[src/rtl/mf3_ram.sv]
// Generic single-write, single-read RAM with a registered read port.
// Used for the line stores; depends on nothing.
module mf3_ram #(
    parameter int WIDTH = 8,
    parameter int DEPTH = 512
) (
    input  logic                     i_clk,
    input  logic                     i_we,
    input  logic [$clog2(DEPTH)-1:0] i_waddr,
    input  logic [WIDTH-1:0]         i_wdata,
    input  logic                     i_re,
    input  logic [$clog2(DEPTH)-1:0] i_raddr,
    output logic [WIDTH-1:0]         o_rdata
);

    logic [WIDTH-1:0] r_mem [DEPTH];

    always_ff @(posedge i_clk) begin
        if (i_we) begin
            r_mem[i_waddr] <= i_wdata;
        end
        if (i_re) begin
            o_rdata <= r_mem[i_raddr];
        end
    end

endmodule

[config.mk]
export PLATFORM = sky130hd
export DESIGN_NAME = mf3_ram
export DESIGN_NICKNAME = d
export VERILOG_FILES = /design/src/rtl/mf3_ram.sv
export SDC_FILE = /design/constraint.sdc
export NUM_CORES = 2
export LEC_CHECK = 0
export BUFFER_PORTS_ARGS = -buffer_cell sky130_fd_sc_hd__clkbuf_2
export CAP_MARGIN = 20
export CELL_PAD_IN_SITES_DETAIL_PLACEMENT = 1
export CELL_PAD_IN_SITES_GLOBAL_PLACEMENT = 1
export CORE_UTILIZATION = 58
export CTS_BUF_LIST = sky130_fd_sc_hd__clkbuf_4
export DETAILED_ROUTE_END_ITERATION = 12
export GPL_ROUTABILITY_DRIVEN = 0
export PLACE_DENSITY_LB_ADDON = 0.1
export SYNTH_ARGS = -nofsm -noshare
export SYNTH_HDL_FRONTEND = slang
export SYNTH_SLANG_ARGS = --single-unit
[constraint.sdc]
create_clock -name i_clk -period 2.5 [get_ports i_clk]
set_input_delay 0 -clock i_clk [delete_from_list [all_inputs] [get_ports i_clk]]
set_output_delay 0 -clock i_clk [all_outputs]
set_load 0.05 [all_outputs]
==> flow_summary.toml <==
[run_status]
run_status = "finished with violations"
violations = "negative setup slack"

[setup_path]
crit_arrival_ps = 3930
worstPathRequired_ps = 3840
path_delay_family = "compound AO/OA/AOI/OAI gates"
startpoint_type = "flop"
crit_type = "flop to flop"
ff2ff_path_depth = 7
reg2reg_slack_ps = -90
reg2reg_to = "o_rdata[0]$_DFFE_PP_"
cpMaxStageDelayCell = "mux4_2"
cp_max_fo = 1
r2r_start = "r_mem[127][0]$_DFFE_PP_"
crit_buf_inv = 1
critPathLaunch = "r_mem[127][0]$_DFFE_PP_"
path_cells = "mux4_2 > o22ai_1 > a22oi_1 > nand4_1 > o21ai_4 > buf_4 > o2111a_1"
worst_setup_path_end_kind = "flop"
slowest_delay_ps = 480

[detailed_routing]
ant_nets = 0
drt_iter0_markers = 12500
route.detailed.drc = 0
wl_per_cell_microns = 35.9
wl_microns = 518000
drt_pass1_iterations = 7
viasPerCell = 6.71
num_vias = 96800

[synthesis]
synth_cell_types = 50
syn-num-nets = 8059
synth_cells = 8030
synth_ff_type = "edfxtp_1"
synth_edf_count = 4104
syn_area_sq_um = 160000
yosysWarnings = 0
ys_async_sr_fraction_pct = 0
synth_seq_cells = 4104
synth_area_per_cell_sq_um = 19.9
ys_seq_area_share_pct = 77.0

[timing]
fin_ws_ps = -94.1
slew_headroom_pct = 15.3
skew_ps = 143
period_share_pct = 104
slew_violations = 0
setup_viol = 8
tightest_slew_ps = 1260
finalSetupTns_ps = -357
hold_viol = 0
rsz0062_at_grt = "yes"
min_period_ps = 2590
fmax_mhz = 385

[grt]
grt_overflow = 0
use_met3_pct = 8.92
grt_pass1_vias = 102000
grt-busiest-layer = "met2"
gr-usage-met1_pct = 48.1
grt_pass1_wl_microns = 734000
grt_usage_pct = 37.7
grt_max_degree = 117
antenna_found_initial = 26
grtUsageMet2_pct = 60.0

[cts]
cts_root_buf = "clkbuf_4"
cts_buffers = 1110
cts_htree_levels = 7
clk_latency_ps = 1710
cts_tree = "done"
path_clk_slew_ps = 70
clockBufferDepth = 5
post_cts_buffers = 0
cts_sinks = 4104

[floorplanning]
initial_core_util_pct = 58.4
dieArea_sq_um = 278000
coreArea_sq_um = 274000
die_h_microns = 527
die_w_microns = 527
ios = 37
row_count = 192

[place]
dp_slack_ps = -1020
place.detailed.hpwl_microns = 317000
dpl_cell_area_sq_um = 175000
port_buffers = 36

[cells_and_area]
final_area_sq_um = 190000
drive_above_1_share_pct = 35.8
final_util_pct = 69.3
nets = 10200
synthToLayoutAreaGrowth_pct = 18.6

[power]
ir_drop_mv = 0.760
p_per_area_nw_per_um2 = 750
leakage_nw = 64.8

[job]
cap_violations = 0

[worst_hold_path]
min_path_cells = 6
hold_end = "r_mem[246][1]$_DFFE_PP_"
hp-class = "primary input to flop"
hp-start = "i_waddr[3]"
worst register-to-register path, cell delays in order, from the launching register on:
cell and delay, ps:
edfxtp_1 370, mux4_2 480, o22ai_1 290, a22oi_1 210, nand4_1 330, o21ai_4 170
buf_4 210, o2111a_1 240
cell usage after synthesis, types with 20 or more instances:
cell type / n / area (sq um)
a21oi_1: 194 / 971
a22oi_1: 61 / 458
and2_1: 20 / 125
buf_1: 41 / 154
buf_2: 57 / 285
buf_4: 70 / 526
buf_6: 64 / 721
clkbuf_1: 265 / 995
edfxtp_1: 4104 / 123000
mux2i_1: 797 / 7980
mux4_2: 654 / 14700
nand2_1: 111 / 417
nand3_1: 36 / 180
nand4_1: 32 / 200
nor2_1: 597 / 2240
nor3_1: 109 / 546
nor4_1: 36 / 225
o21ai_0: 118 / 591
o221ai_1: 371 / 3250
o22ai_1: 163 / 1020
registers in the layout, summed over array words and instances (netlist names):
signal	flops
o_rdata	8
r_mem	4096
layout by cell type, fill, tap and decap left out, types with 12 or more instances in the layout:
master | netlist | routed
edfxtp_1 | 4104 | 4104
clkbuf_4 | 0 | 1535
buf_4 | 70 | 1244
mux2i_1 | 797 | 792
mux4_2 | 654 | 654
nor2_1 | 597 | 583
o221ai_1 | 371 | 337
buf_12 | 5 | 203
a21oi_1 | 194 | 184
o22ai_1 | 163 | 155
clkinv_1 | 0 | 155
nor3_1 | 109 | 107
o21ai_0 | 118 | 105
nand2_1 | 111 | 92
dlygate4sd3_1 | 0 | 70
a22oi_1 | 61 | 61
o221ai_2 | 1 | 35
nand3_1 | 36 | 32
nand4_1 | 32 | 32
inv_2 | 1 | 29
and2_1 | 20 | 19
nor4_1 | 36 | 18
a211oi_1 | 17 | 17
clkinv_2 | 0 | 17
clkbuf_2 | 0 | 16
o31ai_1 | 13 | 12
nand2_4 | 0 | 12
buf_8 | 11 | 12
cell families after synthesis:
kind of cell	after synthesis	synth area share, %
flip-flops	4104	77.0
multiplexers	1451	14.2
AND/OR/NAND/NOR	980	2.63
AO/OA/AOI/OAI	979	4.31
buffers and inverters	516	1.85
stage by stage:
stage	hold WS [ps]	power, W	std cells
after floorplan	98.9	0.0809	8030
after CTS	4.17	0.142	14400
after detailed placement	397	0.0855	12600
after global placement	397	0.0852	12600
final	29.1	0.142	14400
after global routing	-8.25	0.146	14400
routing by layer:
metal	part of all wire (%)	up-vias
li1	-	38200
met1	36	50400
met2	49	6777
met3	9.4	1417
met4	5.6	18
met5	0.022	-
where the power goes:
group / switching [W] / internal [W] / total (W)
Clock: 0.0285 / 0.0292 / 0.0577
Combinational: 0.00556 / 0.00325 / 0.00881
Sequential: 0.0000842 / 0.0757 / 0.0758
how the worst max path moves through the flow:
stage / to / slack [ps] / depth (start not counted)
2_1_floorplan: o_rdata[0]$_DFFE_PP_ / 390 / 10
3_3_place_gp: o_rdata[2]$_DFFE_PP_ / -1040 / 11
3_5_place_dp: o_rdata[2]$_DFFE_PP_ / -1020 / 11
4_1_cts: o_rdata[1] / -200 / 1
5_1_grt: o_rdata[2] / -130 / 1
6_report: o_rdata[0]$_DFFE_PP_ / -90 / 7
cell type report:
type	instances	area, sq um
antenna	7	17.5
multi-input combinational	3410	34700
sequential	4104	123000
clock buffer	1534	11500
tap	3589	4490
inverter	3	18.8
fill	22600	84100
clock inverter	213	1120
timing repair buffer	1562	14700
timing repair:
action | in CTS | in global routing
hold buffers | 80 | 0
gates cloned | 0 | 0
endpoints found under the setup margin | 16 | 278
hold endpoints to repair | 8208 | 0
resized for setup | 69 | 99
pin swaps | 5 | 18
No activity file was read; power rests on OpenSTA's default activity.
