`config.mk`:
```
export PLATFORM = sky130hd
export DESIGN_NAME = mf3_median
export DESIGN_NICKNAME = d
export VERILOG_FILES = /design/src/rtl/mf3_median.sv
export SDC_FILE = /design/constraint.sdc
export NUM_CORES = 1
export LEC_CHECK = 0
export BUFFER_PORTS_ARGS = -buffer_cell sky130_fd_sc_hd__buf_2
export CAP_MARGIN = 20
export CORE_MARGIN = 2
export CORE_UTILIZATION = 40
export DETAILED_ROUTE_END_ITERATION = 10
export PLACE_DENSITY_LB_ADDON = 0.25
export SETUP_SLACK_MARGIN = 0.05
export SYNTH_ARGS = -nofsm -noshare
export SYNTH_HDL_FRONTEND = slang
export SYNTH_SLANG_ARGS = --single-unit
```
`constraint.sdc`:
```
create_clock -name vclk -period 25.7
set_clock_uncertainty 0.1 [all_clocks]
set_input_delay 1.285 -clock vclk [all_inputs]
set_output_delay 1.285 -clock vclk [all_outputs]
set_load 0.02 [all_outputs]
```
`src/rtl/mf3_median.sv`:
```
// Combinational median of nine values: column-wise sort of three, then the
// median of the maximum of minima, median of medians and minimum of maxima.
// Depends on nothing.
module mf3_median #(
    parameter int W = 8
) (
    input  logic [W-1:0] i_win [9],
    output logic [W-1:0] o_median
);

    function automatic logic [W-1:0] min2(input logic [W-1:0] a, input logic [W-1:0] b);
        return (a < b) ? a : b;
    endfunction

    function automatic logic [W-1:0] max2(input logic [W-1:0] a, input logic [W-1:0] b);
        return (a < b) ? b : a;
    endfunction

    function automatic logic [W-1:0] med3(input logic [W-1:0] a, input logic [W-1:0] b,
                                          input logic [W-1:0] c);
        return max2(min2(a, b), min2(max2(a, b), c));
    endfunction

    logic [W-1:0] lo [3];
    logic [W-1:0] md [3];
    logic [W-1:0] hi [3];

    always_comb begin
        for (int g = 0; g < 3; g++) begin
            lo[g] = min2(min2(i_win[3*g], i_win[3*g+1]), i_win[3*g+2]);
            hi[g] = max2(max2(i_win[3*g], i_win[3*g+1]), i_win[3*g+2]);
            md[g] = med3(i_win[3*g], i_win[3*g+1], i_win[3*g+2]);
        end
        o_median = med3(max2(max2(lo[0], lo[1]), lo[2]),
                        med3(md[0], md[1], md[2]),
                        min2(min2(hi[0], hi[1]), hi[2]));
    end

endmodule

```
==> results of run 1 <==
==> cell usage after synthesis, drive strengths merged (3+ instances only) <==
cell type / number
ha: 146
o21ai: 134
nand2: 124
inv: 105
a21oi: 89
mux2i: 80
nor2: 63
a21o: 28
mux2: 26
nand3: 22
clkbuf: 21
o21a: 14
nand2b: 13
nand4: 13
a211oi: 10
buf: 9
nor2b: 9
a211o: 8
and3: 8
o211ai: 8
a21boi: 7
nor3: 7
o31ai: 7
a31oi: 6
or2: 6
and2: 5
maj3: 5
nor4: 5
o211a: 5
a2111oi: 4
a221oi: 4
a31o: 4
and4: 3
o2111ai: 3
o22a: 3
or3: 3
==> per-stage QoR <==
| stage | worst slack (ps) | utilization (%) | instance area (um2) |
|---|---|---|---|
| floorplan | 6650 | - | 7180 |
| global placement | 4530 | 44.5 | 7750 |
| detailed placement | 4330 | 44.5 | 7750 |
| CTS | 4240 | 44.5 | 7750 |
| global route | 2460 | 44.5 | 7750 |
| finish | 4070 | 44.5 | 7750 |
==> placed cells by master (no fill, tap or decap), drive strengths merged, types with 3 or more instances in the layout <==
master,synthesis,layout
ha,146,146
mux2,26,26
nand3,22,22
nand4,13,13
mux2i,80,80
or3,3,3
o21a,14,14
o211a,5,5
a211oi,10,10
a31o,4,4
a21boi,7,7
o211ai,8,8
nor3,7,7
o31ai,7,7
o2111ai,3,3
nand2,124,124
o22a,3,3
nor2b,9,9
o21ai,134,134
a211o,8,8
nor4,5,5
nand2b,13,13
a21oi,89,89
a21o,28,28
a221oi,4,4
a31oi,6,6
and2,5,5
and3,8,8
buf,9,83
nor2,63,63
a2111oi,4,4
inv,105,105
and4,3,3
maj3,5,5
or2,6,6
==> cells by family after synthesis <==
| family | Yosys count |
|---|---|
| xor+xnor | 2 |
| simple gates | 289 |
| buf+inv | 135 |
| compound gates | 356 |
| mux | 106 |
| fa+ha+maj | 151 |
==> cell type report <==
| type | instances | share of cell area (%) |
|---|---|---|
| repair buffers | 83 | 5.46 |
| inverters | 105 | 5.09 |
| well taps | 225 | 3.63 |
| multi-input cells | 904 | 85.8 |
==> how the worst max path moves through the flow <==
stage,startpoint,end,slack [ps],cells past startpoint
3_5_place_dp,i_win[33],o_median[0],4330,79
4_1_cts,i_win[33],o_median[0],4240,79
6_report,i_win[33],o_median[0],4070,79
5_1_grt,i_win[33],o_median[0],2460,79
2_1_floorplan,i_win[33],o_median[0],6650,86
3_3_place_gp,i_win[33],o_median[0],4530,79
==> metal layers <==
layer / vias up / track usage, % / routed length [um] / part of all wire [%]
met1: 3481 / 30.6 / 10300 / 49
met4: 0 / 3.17 / 291 / 1.4
met2: 176 / 39.3 / 9810 / 46
met3: 24 / 0.877 / 782 / 3.7
li1: 3948 / - / - / -
met5: - / 0 / 0 / 0
==> impl_results.md, run 1 <==
* Status: completed
* Clkbuf count at 0
* Max Fclk at 46.2 MHz
* Post-Synth Simple-Gate Area at 18.9%
* Fin crit share at 84.2%
* Final hold vios at 0
* Cts repair resizes at 0
* Max-cap check violation count at 0
* Detail Route Antenna Nets at 0
* Synthesized area at 7180 um2
* Ratio of cells with drive above 1 in the final layout at 12.1%
* Max-slew headroom at 32.8%
* First-pass GRT wire length at 34700 um
* Post-Synth Adder-Cell Area at 26.1%
* Hold endpoint: o_median[4]
* Final Max Tran Viols at 0
* Max FO, Critical Path at 24
* Initial Util at 41.2%
* Top cell type's share of synthesized area at 25.4%
* Die height at 138 um
* Synth warn at 0
* Largest family of logic cells by synthesized area: compound AO/OA/AOI/OAI gates
* Nets@finish at 1312
* CP delay by family, top: compound AO/OA/AOI/OAI gates
* Final setup fails at 0
* Area Overhead vs Synth at 7.97%
* Row count at 48
* Critical path type: input port to output port
* Antenna diodes at 0
* Startpoint types: input port
* Vias/cell at 5.79
* Hold Path Stages at 6
* Non-Filler Instances at 1317
* Post-Synth XOR/XNOR Area at 0.244%
* Dominant cells by area after synthesis: ha_1 25%, mux2i_1 11%, o21ai_0 8.9%
* Worst path buffer plus inverter count at 6
* Gpl congestion at 0.911
* DR iter-0 viols at 364
* Full die area at 19000 um2
* Leading area contributor after synthesis: ha_1
* Pin count of the biggest net entering global routing at 25
* Post-synthesis mux area share at 15.2%
* Worst hold start: i_win[4]
* Hold Crit Class: input port to output port
* Hpwl dp at 18500 um
* Seq_cells at 0
* Tmin final at 21630 ps
* Avg Inst Size Synth at 6.91 um2
* Post-Route WL at 21200 um
* Register area at 0 um2
* Post-Syn Nets at 1257
* # DRC at 0
* CP max stage delay at 860 ps
* Die Width at 138 um
* Top Ports at 80
* Arrival @ worst endpoint at 20250 ps
* Postcts setup bufs at 0
* Area of the multi-input gates at 6650 um2
* Unique masters post-synth at 83
* Sequential fraction of the synthesis area at 0%
* Antenna violations before repair at 0
* WL/cell at 16.1 um
* Total number of vias at 7629
* Core Area at 17400 um2
* Actual slew at the worst max-slew pin at 1000 ps
* Final TNS setup at 0 ps
* IO Port Bufs at 80
* Worst path required time at 24310 ps
* Syn Inst Count at 1039
* Tot GR Track Use at 22.3%
* Vias in the first global route at 7121
* CP max stage cell: a211oi_2
* Fillers at 1851
* RSZ-0062 raised after global routing: no
* Placed Instances at 1317
* Worst hold margin at 3330 ps
* Overflow after GRT at 0
* Critical Path End Type: output port
* CTS hold repair buffers at 0
* Compound-cell area share of the yosys netlist at 32.0%
* Drt first pass iters at 5
* Critical Path Most Common Cell: a21oi_1
Power of run 1 is left out: the tool's default activity adds up to more than one toggle a clock period on the data nets, which glitch-free logic cannot reach.
==> run 2: changes to the inputs <==
==> constraint.sdc (replaced) <==
create_clock -name vclk -period 20.4
set_clock_uncertainty 0.1 [all_clocks]
set_input_delay 1.02 -clock vclk [all_inputs]
set_output_delay 1.02 -clock vclk [all_outputs]
set_load 0.02 [all_outputs]
==> run 2 against run 1 <==
Final area increased by 2.0%. Global-route usage increased by 0.17 points. Clock-buffer cell count unchanged. Sequential share of layout area unchanged. Highest routed layer unchanged. Wire length increased by 2.3%. Critical path depth increased by 6. Non-clock buffer count increased by 12. Setup slack got worse by 2800 ps. Critical endpoint is now o_median[2]. Worst hold slack got worse by 530 ps. First-iteration DRC count increased by 21%. Via count increased by 0.54%.
==> impl_results.md, run 2 (synthesis gave the netlist of run 1 again) <==
* Status: completed
* Area Overhead vs Synth at 10.1%
* Seq_cells at 0 (unchanged)
* First-pass GRT wire length at 34700 um (about the same)
* M2 GR Usage at 39.9% (+0.63 points)
* Final setup fails at 0 (unchanged)
* CP delay by family, top: compound AO/OA/AOI/OAI gates
* Max-slew headroom at 40.0% (+7.1 points)
* # DRC at 0 (unchanged)
* Tot GR Track Use at 22.4% (+0.17 points)
* Worst hold start: i_win[4]
* Die Width at 138 um (unchanged)
* Worst path required time at 19280 ps (-5030 ps)
* Die height at 138 um (unchanged)
* DR iter-0 viols at 442 (+21%)
* GR Layer Usage met1 at 30.4% (-0.20 points)
* Fillers at 1822 (-1.6%)
* Arrival @ worst endpoint at 18000 ps (-2250 ps)
* Final hold vios at 0 (unchanged)
* Overflow after GRT at 0 (unchanged)
* Hpwl dp at 18800 um (+1.4%)
* GRT busiest layer: met2
* Nets@finish at 1325 (+0.99%)
* Max FO, Critical Path at 21 (-13%)
* Final worst slack at 1280 ps (-2790 ps)
* Post-Route WL at 21700 um (+2.3%)
* Core Area at 17400 um2 (unchanged)
* Final Max Tran Viols at 0 (unchanged)
* CP max stage delay at 610 ps (-250 ps)
* Full die area at 19000 um2 (unchanged)
* Vias in the first global route at 7157 (+0.51%)
* Initial Util at 41.2% (unchanged)
* IO Port Bufs at 80 (unchanged)
* Vias/cell at 5.77 (-0.45%)
* Actual slew at the worst max-slew pin at 899 ps (-104 ps)
* M3 GR Usage at 1.06% (+0.18 points)
* Drt first pass iters at 5 (unchanged)
* Max Fclk at 52.3 MHz
* Row count at 48 (unchanged)
* Worst path buffer plus inverter count at 8 (+2)
* Detail Route Antenna Nets at 0 (unchanged)
* Total number of vias at 7670 (+0.54%)
* CP max stage cell: o41a_2
* Max-cap check violation count at 0 (unchanged)
* Tmin final at 19120 ps
* Pin count of the biggest net entering global routing at 25 (unchanged)
* Hold Crit Class: input port to output port
* Commonest non-fill, non-tap cells in the layout: 146 x ha_1, 123 x nand2_1, 116 x o21ai_0
* RSZ-0062 raised after global routing: no
* Startpoint types: input port
* Post-place setup slack at 33.5 ps (-4290 ps)
* Gpl congestion at 0.927 (+1.8%)
* Critical Path End Type: output port
* WL/cell at 16.3 um (+1.3%)
* Critical path type: input port to output port
* Ratio of cells with drive above 1 in the final layout at 14.0% (+1.9 points)
* Area of the multi-input gates at 6720 um2 (+0.96%)
* CTS hold repair buffers at 0 (unchanged)
* Final TNS setup at 0 ps (unchanged)
* Commonest non-fill, non-tap cell in the layout: ha_1
* Clkbuf count at 0 (unchanged)
* Antenna diodes at 0 (unchanged)
* Top Ports at 80 (unchanged)
* Critical Path Most Common Cell: a21oi_1
* Fin crit share at 93.7%
* Register area at 0 um2 (unchanged)
* Crit path from: i_win[39]
* Antenna violations before repair at 0 (unchanged)
==> run 2: cell count changes in the layout (fill, tap and decap cells not counted), sizes merged <==
cell,previous run,this run
o311ai,2,3
buf,83,95
==> run 2: area by class of cell <==
type / instances / share of cell area [%]
inverter: 105 / 4.99
multi-input combinational: 905 / 85.0
tap: 225 / 3.56
timing repair buffer: 95 / 6.49
==> run 2: path summary, 6_finish.rpt <==
path                       to  depth (start not counted)
setup / recovery  o_median[2]                         85
hold / removal    o_median[4]                          6
==> run 2: what timing repair did <==
item                                   in CTS  in global routing
setup buffers                               0                  5
cloned                                      0                  1
pin swaps                                   1                  3
setup endpoints to repair                   1                  8
endpoints found under the hold margin       0                  0
resized for setup                           0                 25
==> run 2: metrics by stage <==
| stage | cells | area (um2) | util (%) | hold WS [ps] |
|---|---|---|---|---|
| 2_1_floorplan | 1039 | 7180 | - | 2490 |
| 3_3_place_gp | 1324 | 7800 | 44.8 | 2800 |
| 3_5_place_dp | 1324 | 7800 | 44.8 | 2810 |
| 4_1_cts | 1324 | 7800 | 44.8 | 2810 |
| 5_1_grt | 1330 | 7900 | 45.4 | 2850 |
| 6_report | 1330 | 7900 | 45.4 | 2810 |
==> run 2: metal layers <==
layer / routed length [um] / part of all wire (%)
met1: 10500 / 48
met2: 9950 / 46
met3: 925 / 4.3
met4: 316 / 1.5
met5: 0 / 0
Power of run 2 is left out for the same reason.
